File: src/rtl/core/tsp_pkg.sv
// timer slot pool: shared types, codes and constants
// used by every module under rtl/core but tsp_wake_ram, depends on nothing else
`timescale 1ns / 1ps

package tsp_pkg;

   // field widths fixed by the request and response formats
   localparam int ACTION_W   = 2;
   localparam int TICK_W     = 64;
   localparam int DELAY_W    = 32;
   localparam int SLOT_W     = 4;
   localparam int STATUS_W   = 2;
   localparam int MASK_W     = 16;
   localparam int SLICE_W    = 32;
   localparam int TPU_W      = 10;
   localparam int CSR_IDX_W  = 1;
   localparam int CSR_DATA_W = 32;
   localparam int PROD_W     = DELAY_W + TPU_W;

   // slot fields address at most this many slots
   localparam int SLOT_FIELD_SLOTS  = 16;
   localparam int NUM_SLOTS_DEFAULT = 16;

   // register reset values
   localparam logic [SLICE_W-1:0] SLICE_RESET = 32'd100000;
   localparam logic [TPU_W-1:0]   TPU_RESET   = 10'd10;

   // least wake tick when no slot is valid
   localparam logic [TICK_W-1:0] ALL_ONES = '1;

   // register indexes
   localparam logic [CSR_IDX_W-1:0] CSR_SLICE_TICKS  = 1'b0;
   localparam logic [CSR_IDX_W-1:0] CSR_TICKS_PER_US = 1'b1;

   // request actions
   localparam logic [ACTION_W-1:0] ACT_ADD    = 2'd0;
   localparam logic [ACTION_W-1:0] ACT_DELETE = 2'd1;
   localparam logic [ACTION_W-1:0] ACT_CHECK  = 2'd2;
   localparam logic [ACTION_W-1:0] ACT_NEXT   = 2'd3;

   // response status
   localparam logic [STATUS_W-1:0] STS_OK        = 2'd0;
   localparam logic [STATUS_W-1:0] STS_FULL      = 2'd1;
   localparam logic [STATUS_W-1:0] STS_NOT_VALID = 2'd2;

   typedef struct packed {
      logic [ACTION_W-1:0] action;
      logic [TICK_W-1:0]   now_tick;
      logic [DELAY_W-1:0]  delay_us;
      logic [SLOT_W-1:0]   slot;
   } req_type;

   typedef struct packed {
      logic [STATUS_W-1:0] status;
      logic [SLOT_W-1:0]   slot_out;
      logic [MASK_W-1:0]   expired_mask;
      logic [TICK_W-1:0]   deadline;
   } rsp_type;

   // control from the sequencer to the scan accumulator
   typedef struct packed {
      logic clear;     // start a new scan
      logic en;        // read data of one slot arrives this cycle
      logic check;     // 1 expired mask, 0 least wake tick
      logic slot_vld;  // that slot holds a live timer
   } scan_ctl_type;

endpackage

File: src/rtl/core/tsp_wake_ram.sv
// timer slot pool: wake tick memory, one write and one registered read port
// depends on nothing else
`timescale 1ns / 1ps

module tsp_wake_ram #(
   parameter int DEPTH  = 16,
   parameter int ADDR_W = 4,
   parameter int DATA_W = 64
) (
   input  logic              clock,
   input  logic              wr_en,
   input  logic [ADDR_W-1:0] wr_addr,
   input  logic [DATA_W-1:0] wr_data,
   input  logic              rd_en,
   input  logic [ADDR_W-1:0] rd_addr,
   output logic [DATA_W-1:0] rd_data
);

   logic [DATA_W-1:0] mem_ff [DEPTH];
   logic [DATA_W-1:0] rd_data_ff;

   // write port
   always_ff @(posedge clock) begin
      if (wr_en) begin
         mem_ff[wr_addr] <= wr_data;
      end
   end

   // read port, registered
   always_ff @(posedge clock) begin
      if (rd_en) begin
         rd_data_ff <= mem_ff[rd_addr];
      end
   end

   assign rd_data = rd_data_ff;

endmodule

File: src/rtl/core/tsp_scan_unit.sv
// timer slot pool: accumulates one slot per enabled cycle into expired mask or least tick
// depends on tsp_pkg
`timescale 1ns / 1ps

module tsp_scan_unit #(
   parameter int POOL  = 16,
   parameter int IDX_W = 4
) (
   input  logic                       clock,
   input  tsp_pkg::scan_ctl_type      ctl,
   input  logic [IDX_W-1:0]           idx,
   input  logic [tsp_pkg::TICK_W-1:0] now_tick,
   input  logic [tsp_pkg::TICK_W-1:0] rd_data,
   output logic [POOL-1:0]            mask,
   output logic [tsp_pkg::TICK_W-1:0] least
);

   logic [POOL-1:0]            mask_ff;
   logic [POOL-1:0]            mask_in;
   logic [tsp_pkg::TICK_W-1:0] least_ff;
   logic [tsp_pkg::TICK_W-1:0] least_in;

   // one compare per slot, picked by scan mode
   always_comb begin
      mask_in  = mask_ff;
      least_in = least_ff;
      if (ctl.clear) begin
         mask_in  = '0;
         least_in = tsp_pkg::ALL_ONES;
      end else if (ctl.en && ctl.slot_vld) begin
         if (ctl.check) begin
            if (now_tick >= rd_data) begin
               mask_in[idx] = 1'b1;
            end
         end else if (rd_data < least_ff) begin
            least_in = rd_data;
         end
      end
   end

   always_ff @(posedge clock) begin
      mask_ff  <= mask_in;
      least_ff <= least_in;
   end

   assign mask  = mask_ff;
   assign least = least_ff;

endmodule

File: src/rtl/core/timer_slot_pool_core.sv
// timer_slot_pool_core: delete answers in the cycle after start, add after ST_ADD, check
// and next after ST_SCAN, ST_DRAIN and ST_FINAL, POOL being NUM_SLOTS capped at 16; busy
// is high in ST_ADD, ST_SCAN (one wake tick read per slot), ST_DRAIN, ST_FINAL; low on delete.
// One request at a time. Results are strobed for a single cycle; the receiver cannot stall.
// Synchronous reset clears all slot valid bits and restores register defaults.
// Depends on tsp_pkg, tsp_wake_ram and tsp_scan_unit.
`timescale 1ns / 1ps

module timer_slot_pool_core #(
   parameter int NUM_SLOTS = tsp_pkg::NUM_SLOTS_DEFAULT
) (
   input  logic                           clock,
   input  logic                           reset,
   input  logic                           start,
   output logic                           busy,
   input  tsp_pkg::req_type               req_data,
   output logic                           rsp_strobe,
   output tsp_pkg::rsp_type               rsp_data,
   input  logic                           csr_we,
   input  logic [tsp_pkg::CSR_IDX_W-1:0]  csr_index,
   input  logic [tsp_pkg::CSR_DATA_W-1:0] csr_wdata
);

   localparam int POOL = (NUM_SLOTS < tsp_pkg::SLOT_FIELD_SLOTS) ?
                         NUM_SLOTS : tsp_pkg::SLOT_FIELD_SLOTS;
   localparam int IDX_W = (POOL > 1) ? $clog2(POOL) : 1;
   localparam logic [IDX_W-1:0] LAST_IDX = IDX_W'(POOL - 1);
   localparam logic [tsp_pkg::SLOT_W:0] POOL_LIMIT = (tsp_pkg::SLOT_W + 1)'(POOL);

   typedef enum logic [4:0] {
      ST_IDLE  = 5'b00001,
      ST_ADD   = 5'b00010,
      ST_SCAN  = 5'b00100,
      ST_DRAIN = 5'b01000,
      ST_FINAL = 5'b10000
   } state_type;

   state_type                       state_ff, state_in;
   tsp_pkg::req_type                req_ff, req_in;
   tsp_pkg::rsp_type                rsp_data_ff, rsp_data_in;
   logic                            rsp_strobe_ff, rsp_strobe_in;
   logic [POOL-1:0]                 valid_ff, valid_in;
   logic [tsp_pkg::SLICE_W-1:0]     slice_ff;
   logic [tsp_pkg::TPU_W-1:0]       tpu_ff;
   logic [tsp_pkg::PROD_W-1:0]      product_ff, product_in;
   logic [tsp_pkg::TICK_W-1:0]      slice_end_ff, slice_end_in;
   logic [IDX_W-1:0]                cnt_ff, cnt_in;
   logic                            scan_en_ff, scan_en_in;
   logic [IDX_W-1:0]                scan_idx_ff;

   logic                            accept;
   logic                            free_found;
   logic [IDX_W-1:0]                free_idx;
   logic                            del_hit;
   logic [tsp_pkg::TICK_W-1:0]      wake_sum;
   logic                            ram_wr_en;
   logic                            ram_rd_en;
   logic [tsp_pkg::TICK_W-1:0]      ram_rd_data;
   tsp_pkg::scan_ctl_type           scan_ctl;
   logic [POOL-1:0]                 scan_mask;
   logic [tsp_pkg::TICK_W-1:0]      scan_least;

   assign busy   = (state_ff != ST_IDLE);
   assign accept = start && (state_ff == ST_IDLE);

   // lowest free slot
   always_comb begin
      free_found = 1'b0;
      free_idx   = '0;
      for (int i = POOL - 1; i >= 0; i--) begin
         if (!valid_ff[i]) begin
            free_found = 1'b1;
            free_idx   = IDX_W'(i);
         end
      end
   end

   // delete target lies in the pool and holds a live timer
   assign del_hit = ({1'b0, req_data.slot} < POOL_LIMIT) &&
                    valid_ff[req_data.slot[IDX_W-1:0]];

   assign wake_sum  = req_ff.now_tick + tsp_pkg::TICK_W'(product_ff);
   assign ram_wr_en = (state_ff == ST_ADD) && free_found;
   assign ram_rd_en = (state_ff == ST_SCAN);

   // scan control, read data of the slot issued last cycle
   always_comb begin
      scan_ctl.clear    = accept && (req_data.action == tsp_pkg::ACT_CHECK ||
                                     req_data.action == tsp_pkg::ACT_NEXT);
      scan_ctl.en       = scan_en_ff;
      scan_ctl.check    = (req_ff.action == tsp_pkg::ACT_CHECK);
      scan_ctl.slot_vld = valid_ff[scan_idx_ff];
   end

   // sequencer
   always_comb begin
      state_in      = state_ff;
      req_in        = req_ff;
      valid_in      = valid_ff;
      product_in    = product_ff;
      slice_end_in  = slice_end_ff;
      cnt_in        = cnt_ff;
      scan_en_in    = 1'b0;
      rsp_strobe_in = 1'b0;
      rsp_data_in   = rsp_data_ff;
      case (state_ff)
         ST_IDLE: begin
            if (start) begin
               req_in       = req_data;
               product_in   = tsp_pkg::PROD_W'(req_data.delay_us) *
                              tsp_pkg::PROD_W'(tpu_ff);
               slice_end_in = req_data.now_tick + tsp_pkg::TICK_W'(slice_ff);
               cnt_in       = '0;
               case (req_data.action)
                  tsp_pkg::ACT_ADD: begin
                     state_in = ST_ADD;
                  end
                  tsp_pkg::ACT_DELETE: begin
                     rsp_strobe_in = 1'b1;
                     rsp_data_in   = '0;
                     if (del_hit) begin
                        valid_in[req_data.slot[IDX_W-1:0]] = 1'b0;
                     end else begin
                        rsp_data_in.status = tsp_pkg::STS_NOT_VALID;
                     end
                  end
                  default: begin
                     state_in = ST_SCAN;
                  end
               endcase
            end
         end
         ST_ADD: begin
            rsp_strobe_in = 1'b1;
            rsp_data_in   = '0;
            if (free_found) begin
               valid_in[free_idx]   = 1'b1;
               rsp_data_in.slot_out = tsp_pkg::SLOT_W'(free_idx);
               rsp_data_in.deadline = wake_sum;
            end else begin
               rsp_data_in.status = tsp_pkg::STS_FULL;
            end
            state_in = ST_IDLE;
         end
         ST_SCAN: begin
            scan_en_in = 1'b1;
            cnt_in     = cnt_ff + 1'b1;
            if (cnt_ff == LAST_IDX) begin
               state_in = ST_DRAIN;
            end
         end
         ST_DRAIN: begin
            state_in = ST_FINAL;
         end
         ST_FINAL: begin
            rsp_strobe_in = 1'b1;
            rsp_data_in   = '0;
            if (req_ff.action == tsp_pkg::ACT_CHECK) begin
               rsp_data_in.expired_mask = tsp_pkg::MASK_W'(scan_mask);
            end else begin
               rsp_data_in.deadline = (slice_end_ff < scan_least) ?
                                      slice_end_ff : scan_least;
            end
            state_in = ST_IDLE;
         end
         default: begin
            state_in = ST_IDLE;
         end
      endcase
   end

   // control registers
   always_ff @(posedge clock) begin
      if (reset) begin
         state_ff      <= ST_IDLE;
         valid_ff      <= '0;
         rsp_strobe_ff <= 1'b0;
         scan_en_ff    <= 1'b0;
         slice_ff      <= tsp_pkg::SLICE_RESET;
         tpu_ff        <= tsp_pkg::TPU_RESET;
      end else begin
         state_ff      <= state_in;
         valid_ff      <= valid_in;
         rsp_strobe_ff <= rsp_strobe_in;
         scan_en_ff    <= scan_en_in;
         if (csr_we) begin
            case (csr_index)
               tsp_pkg::CSR_SLICE_TICKS:  slice_ff <= csr_wdata;
               tsp_pkg::CSR_TICKS_PER_US: tpu_ff   <= csr_wdata[tsp_pkg::TPU_W-1:0];
               default: ;
            endcase
         end
      end
   end

   // payload registers
   always_ff @(posedge clock) begin
      req_ff       <= req_in;
      product_ff   <= product_in;
      slice_end_ff <= slice_end_in;
      cnt_ff       <= cnt_in;
      scan_idx_ff  <= cnt_ff;
      rsp_data_ff  <= rsp_data_in;
   end

   // wake ticks; writes and scan reads never overlap, one request at a time
   tsp_wake_ram #(
      .DEPTH  (POOL),
      .ADDR_W (IDX_W),
      .DATA_W (tsp_pkg::TICK_W)
   ) u_wake_ram (
      .clock   (clock),
      .wr_en   (ram_wr_en),
      .wr_addr (free_idx),
      .wr_data (wake_sum),
      .rd_en   (ram_rd_en),
      .rd_addr (cnt_ff),
      .rd_data (ram_rd_data)
   );

   tsp_scan_unit #(
      .POOL  (POOL),
      .IDX_W (IDX_W)
   ) u_scan_unit (
      .clock    (clock),
      .ctl      (scan_ctl),
      .idx      (scan_idx_ff),
      .now_tick (req_ff.now_tick),
      .rd_data  (ram_rd_data),
      .mask     (scan_mask),
      .least    (scan_least)
   );

   assign rsp_strobe = rsp_strobe_ff;
   assign rsp_data   = rsp_data_ff;

   // a successful add leaves its slot valid
   a_add_sets_valid: assert property (@(posedge clock) disable iff (reset)
      (state_ff == ST_ADD && free_found) |=> valid_ff[$past(free_idx)])
      else $error("added slot not marked valid");

   // slot valid bits hold while the scan walks the memory
   a_scan_valid_stable: assert property (@(posedge clock) disable iff (reset)
      (state_ff == ST_SCAN || state_ff == ST_DRAIN) |=> $stable(valid_ff))
      else $error("valid bits changed during scan");

   // next deadline never lies beyond the end of the slice
   a_next_within_slice: assert property (@(posedge clock) disable iff (reset)
      (state_ff == ST_FINAL && req_ff.action == tsp_pkg::ACT_NEXT) |=>
      (rsp_strobe && rsp_data.deadline <= $past(slice_end_ff)))
      else $error("next deadline beyond slice end");

endmodule

File: config.mk
export PLATFORM = sky130hd
export DESIGN_NAME = timer_slot_pool_core
export DESIGN_NICKNAME = d
export VERILOG_FILES = /design/src/rtl/core/tsp_pkg.sv /design/src/rtl/core/tsp_wake_ram.sv /design/src/rtl/core/tsp_scan_unit.sv /design/src/rtl/core/timer_slot_pool_core.sv
export SDC_FILE = /design/constraint.sdc
export NUM_CORES = 2
export LEC_CHECK = 0
export BUFFER_PORTS_ARGS = -buffer_cell sky130_fd_sc_hd__buf_2
export CAP_MARGIN = 20
export CORE_ASPECT_RATIO = 2
export CORE_MARGIN = 1.5
export CORE_UTILIZATION = 53
export DETAILED_ROUTE_END_ITERATION = 8
export GPL_ROUTABILITY_DRIVEN = 0
export PLACE_DENSITY = 0.73
export REMOVE_ABC_BUFFERS = 1
export SYNTH_ARGS = -nofsm -noshare
export SYNTH_HDL_FRONTEND = slang
export SYNTH_SLANG_ARGS = --single-unit
File: constraint.sdc
create_clock -name clock -period 20.8 [get_ports clock]
set_clock_uncertainty 0.15 [all_clocks]
set_input_delay 6.24 -clock clock [delete_from_list [all_inputs] [get_ports clock]]
set_output_delay 6.24 -clock clock [all_outputs]
set_load 0.02 [all_outputs]
Word level (Yosys, flattened, before mapping). Memories as Yosys holds them, arrays and structs flattened. A register that Yosys moved wholly into a read port is not among the register bits. Cells that the tools add are included.

Memories kept: 1. Input port bits: 139. Word-level logic and storage cells: 146. Register bits: 411. RAM bits: 1024. Output and inout port bits: 88.

Order comparisons: 9. $add $sub $neg: 3. Reduce and logical (&&, ||, !) cells: 22. Equality and inequality tests: 17. Bitwise gates (word level): 6. Mux-type cells: 69. Multipliers: 1.

Memory list: u_wake_ram.mem_ff (depth 16, width 64, rd ports 1, clocked after Yosys merged registers in 1, wr ports 1, RTL line tsp_wake_ram.sv:19) `logic [DATA_W-1:0] mem_ff [DEPTH];`.

Operators by type and width (number): 86-bit one-hot mux with 3 select lines (1); 64-bit 2-to-1 mux (3); 86-bit 2-to-1 mux (2); 64-bit less-than comparator (2); 16-bit 2-to-1 mux (5); 4-bit 2-to-1 mux (18); 64-bit by 32-bit adder with 64-bit output (1); 64-bit by 42-bit adder with 64-bit output (1); 64-bit greater-or-equal comparator (1); 32-bit by 10-bit multiplier with 42-bit output (1); 16-bit bitwise OR (2); 16-bit one-hot mux with 2 select lines (1); 1-bit 2-to-1 mux (27); 16-bit bitwise AND (1); 16-bit inverter (1); 4-bit by 5-bit less-than comparator with 1-bit output (second input constant) (3); 5-bit one-hot mux with 3 select lines (1); 1-bit demux with 4-bit select (3); 4-bit by 1-bit greater-or-equal comparator with 1-bit output (second input constant) (3); 3-bit AND reduction (4); 5-bit 2-to-1 mux (2); 5-bit one-hot mux with 2 select lines (1); 1-bit binary-select mux with 4-bit select (2); 2-bit != test (second input constant) (4); 23 further kinds (37).

Logic depth before layout (Yosys ltp).
Word-level depth: 23. Mapped depth: 23.

By module. A second synthesis with hierarchy kept.

Cell total of the unflattened synthesis: 5369. Area, all modules: 75527.4 sq um.

Modules (own cells, without submodules): tsp_wake_ram (area an instance 40223.6 sq um, times used 1, cells each 1647, seq. area each 32671.3 sq um); timer_slot_pool_core (area an instance 28801.4 sq um, times used 1, cells each 2940, seq. area each 9248.9 sq um); tsp_scan_unit (area an instance 6502.5 sq um, times used 1, cells each 782, seq. area each 1601.5 sq um).

Worst setup path after synthesis. OpenSTA, ideal clock, no wires.

Path type: input to register. Start point: input port req_data[12] in the netlist's numbering. End point: register product_ff[39] in the netlist's numbering (data pin). Path slack: 9.018 ns. Path buffers: 2. Arrival: 11.373 ns. Stages: 19. Cell sequence: clkbuf_1 -> and2_1 -> fa_1 -> fa_1 -> fa_1 -> fa_1 -> inv_1 -> fa_1 -> inv_1 -> ha_1 -> clkbuf_1 -> nand4_1 -> or3_1 -> nor4_1 -> nor3_1 -> a311oi_1 -> a21oi_1 -> nor2b_1 -> xnor2_1.

Longest elaborated chain between the ends: 1.

Ends and longest elaborated chain: from (decl) (RTL line timer_slot_pool_core.sv:16) `input tsp_pkg::req_type req_data,`; 32-bit by 10-bit multiplier with 42-bit output (RTL line timer_slot_pool_core.sv:110) `product_in = tsp_pkg::PROD_W'(req_data.delay_us) *`; to (signal assigned) (RTL line timer_slot_pool_core.sv:199) `product_ff <= product_in;`; to (decl) (RTL line timer_slot_pool_core.sv:45) `logic [tsp_pkg::PROD_W-1:0] product_ff, product_in;`.

No other way between the ends. A chain may end at the register's enable or synchronous reset.

Worst setup path in the final report.
Start point: input port req_data[6] in the netlist's numbering. End point: register product_ff[39] in the netlist's numbering (data pin).

The elaborated chain is that of the path after synthesis.

==> summary.txt <==
Pwr
  – Cell Pwr Density: 99.1 nW/µm²
  – Sw Pwr: 0.00243 W
  – Comb power frac: 0.235
  – LEAKAGE: 31.2 nW
  – Clock power share: 0.287
  – Switch share: 0.298
  – Maximum vdd ir drop: 0.0959 mV
  – Internal Power: 0.00571 W
  – Total power: 0.00814 W
  – Seq pwr share: 0.478

Worst setup path
  – CP required: 21.15 ns
  – Worst reg2reg setup slack: 14.12 ns
  – Most frequent cell on the critical path: fa_1
  – CP Capture Type: flop
  – Worst Path Arrival: 11.99 ns
  – CP Launch Type: input pin
  – Maximum net fanout on the critical path: 10
  – Cell chain of the critical path: buf_2 -> and2_1 -> fa_1 -> fa_1 -> fa_1 -> fa_1 -> inv_1 -> fa_1 -> inv_1 -> ha_1 -> nand4_1 -> nor3b_1 -> a211oi_1 -> buf_4 -> nor4_1 -> nor3_1 -> a311oi_1 -> a21oi_1 -> nor2b_1 -> xnor2_1
  – Critical path's slowest cell: nor3_1
  – R2r endpoint: product_ff[39]$_DFFE_PP_
  – Reg2reg path depth: 21
  – FF-to-FF Start: tpu_ff[3]$_SDFFE_PP1P_
  – Critical path class: input pin to flop
  – Max incr delay on CP: 0.61 ns

Route
  – Detail Route Antenna Nets: 0
  – Routed wire length: 195 mm
  – Avg WL per Cell: 26.9 µm
  – Vias: 44900
  – Residual DRC count: 0
  – 1st-iter DRT viols: 3927
  – Vias per Instance: 6.18
  – First-pass detailed-route iteration total: 5

Yosys
  – Area share of the largest cell type after synthesis: 0.543
  – Post-synth ARST share: 0
  – Avg Inst Size Synth: 14.7 µm²
  – Primary FF master, synth: edfxtp_1
  – Sequential share of the synthesized area: 0.583
  – Cell with the most instances after synthesis: edfxtp_1
  – Yosys top cell by area: edfxtp_1
  – Post-synthesis register bit count: 1499
  – Synth area leaders: edfxtp_1 54%, mux4_2 10%, fa_1 6.4%, ha_1 5.7%, dfxtp_1 4.0%
  – Cell variety after synth: 74
  – Cells after Synth: 5083
  – Post-synth EDFFs: 1350
  – YS warnings: 0
  – Top cells by instance count after synthesis: 1350 x edfxtp_1, 446 x inv_1, 430 x nand2_1
  – Cell area after synthesis: 74600 µm²

Clock tree
  – Clk root buf: clkbuf_16
  – # Post-CTS Setup Buffers: 0
  – CTS resizes: 0
  – Clk Latency, worst-skew pair: 0.75 ns
  – Clock slew at reported path FFs: 0.07 ns
  – CTS Hold Bufs: 0
  – CTS tree: built
  – CTS Buffer Depth: 3
  – CTS Buf Count: 118
  – CTS sink cnt: 1499
  – H-tree depth: 3

Worst hold path
  – Worst Hold Launch: slice_ff[26]$_SDFFE_PP0P_
  – Hold endpoint: slice_ff[26]$_SDFFE_PP0P_
  – Hold Path Class: flop to flop
  – Hold depth: 2

Global route
  – Number of global-route vias before repair: 46200
  – Overall Global Routing Usage: 0.275
  – Layer with the highest usage: met2
  – Met1 Resource Use GR: 0.314
  – Grt ovf: 0
  – Pin count of the biggest net entering global routing: 135
  – First-pass GRT wire length: 288 mm
  – Met2 usage: 0.499
  – Met3 Use GR: 0.0435
  – Antenna violations before repair: 25

Die
  – DIE AREA: 143000 µm²
  – # IOs: 227
  – Initial Util: 0.534
  – Vert. Die Dim: 534 µm
  – Core area: 140000 µm²
  – FP Rows: 194
  – Die width: 268 µm

STA
  – Part of the cycle the worst path needs: 0.560
  – Max-slew violations: 0
  – Fin crit period: 11.64 ns
  – RSZ-0062 raised after global routing: false
  – Slew Limit Headroom: 0.183
  – Final Hold Viols: 0
  – Worst Max-Slew Pin Slew: 1.22 ns
  – Fmax: 0.0859 GHz
  – Final TNS setup: 0 ns
  – # setup viols final: 0

Cells and area
  – Layout area overhead: 9.98%
  – Final core utilization: 0.587
  – # fillers: 10800
  – Finished Layout Cells: 7262
  – Share of cells above drive strength 1: 0.162
  – Nets@finish: 6018

Place
  – Dpl cells: 7030
  – Detailed Place HPWL: 130 mm
  – # port buffers: 226

Status
  – Status: finished clean

Job
  – MaxCap Viol Count: 0
[power by group through the flow]
stage / logic, W / registers (W) / clock network (W)
3_5_place_dp: 0.00186 / 0.00396 / 0
4_1_cts: 0.00187 / 0.00389 / 0.00235
2_1_floorplan: 0.00125 / 0.00398 / 0
3_3_place_gp: 0.00178 / 0.00396 / 0
6_report: 0.00191 / 0.00389 / 0.00234
5_1_grt: 0.00208 / 0.00390 / 0.00245
[sequential cells by signal (all words and copies together) (netlist names)]
signal	count
u_wake_ram.mem_ff	1024
rsp_data	86
req_ff	66
slice_end_ff	64
u_scan_unit.least	64
u_wake_ram.rd_data	64
product_ff	42
slice_ff	32
u_scan_unit.mask	16
valid_ff	16
tpu_ff	10
state_ff	5
cnt_ff	4
scan_idx_ff	4
rsp_strobe	1
scan_en_ff	1
[layout make-up]
class / instances / area (µm²) / area share
diodes: 7 / 17.5 / 0.000213
clock buffers: 144 / 3100 / 0.0378
flip-flops and latches: 1499 / 43500 / 0.530
multi-input cells: 2914 / 28700 / 0.349
inverters: 447 / 1700 / 0.0207
repair buffers: 317 / 1890 / 0.0230
well taps: 1862 / 2330 / 0.0284
clock inverters: 72 / 841 / 0.0102
[worst max-delay path by stage]
stage / start / end / depth (start not counted)
3_3_place_gp: req_data[4] / product_ff[39]$_DFFE_PP_ / 21
2_1_floorplan: start / u_scan_unit.mask[0]$_SDFFE_PP0P_ / 4
5_1_grt: req_data[6] / product_ff[39]$_DFFE_PP_ / 20
6_report: req_data[6] / product_ff[39]$_DFFE_PP_ / 20
4_1_cts: req_data[4] / product_ff[39]$_DFFE_PP_ / 21
3_5_place_dp: req_data[4] / product_ff[39]$_DFFE_PP_ / 21
[stage by stage]
step / setup slack [ns] / area, µm² / hold WS, ns
after floorplan: 7.67 / 73800 / 0.284
after global placement: 8.52 / 77900 / 0.297
after detailed placement: 8.42 / 78000 / 0.301
after CTS: 9.22 / 81900 / 0.311
after global routing: 8.81 / 82000 / 0.321
final: 9.16 / 82100 / 0.308
[layout by cell type, fill, tap and decap left out, drive strengths merged, types with 12 or more instances in the layout]
master / instances
a211oi: 43
nor4: 12
o21bai: 25
mux4: 330
o211ai: 92
nor2: 109
inv: 444
nand2b: 45
dfxtp: 149
mux2i: 65
ha: 342
o21ai: 117
buf: 317
xnor2: 88
a31oi: 13
a21oi: 186
or3: 12
edfxtp: 1350
and3: 17
fa: 240
nor2b: 18
nor3: 45
bufinv: 15
clkinv: 49
o21a: 26
clkbuf: 144
xor2: 77
o22ai: 46
nand3: 65
and2: 195
nand4: 58
a21o: 87
nand2: 431
a21boi: 13
[cell families after synthesis]
kind of cell | after synthesis | synth area share
AO/OA/AOI/OAI | 734 | 0.0651
XOR/XNOR | 165 | 0.0194
adder cells (fa/ha/maj) | 582 | 0.122
buffers and inverters | 670 | 0.0340
flip-flops | 1499 | 0.583
multiplexers | 395 | 0.108
AND/OR/NAND/NOR | 1038 | 0.0681
[layer usage]
metal	vias to the layer above	share of wire
met4	32	0.051
met1	22900	0.34
met2	2084	0.53
li1	19400	-
met3	497	0.074
met5	-	0.0010
[worst max-delay path, delay by kind of cell]
kind                     cells  cell delay (ns)
adder cells (fa/ha/maj)      6             2.99
XOR/XNOR                     1             0.07
buffers and inverters        4             0.45
AO/OA/AOI/OAI                3             0.87
AND/OR/NAND/NOR              6             1.35
Note: power is estimated with default switching activity, not from simulation.
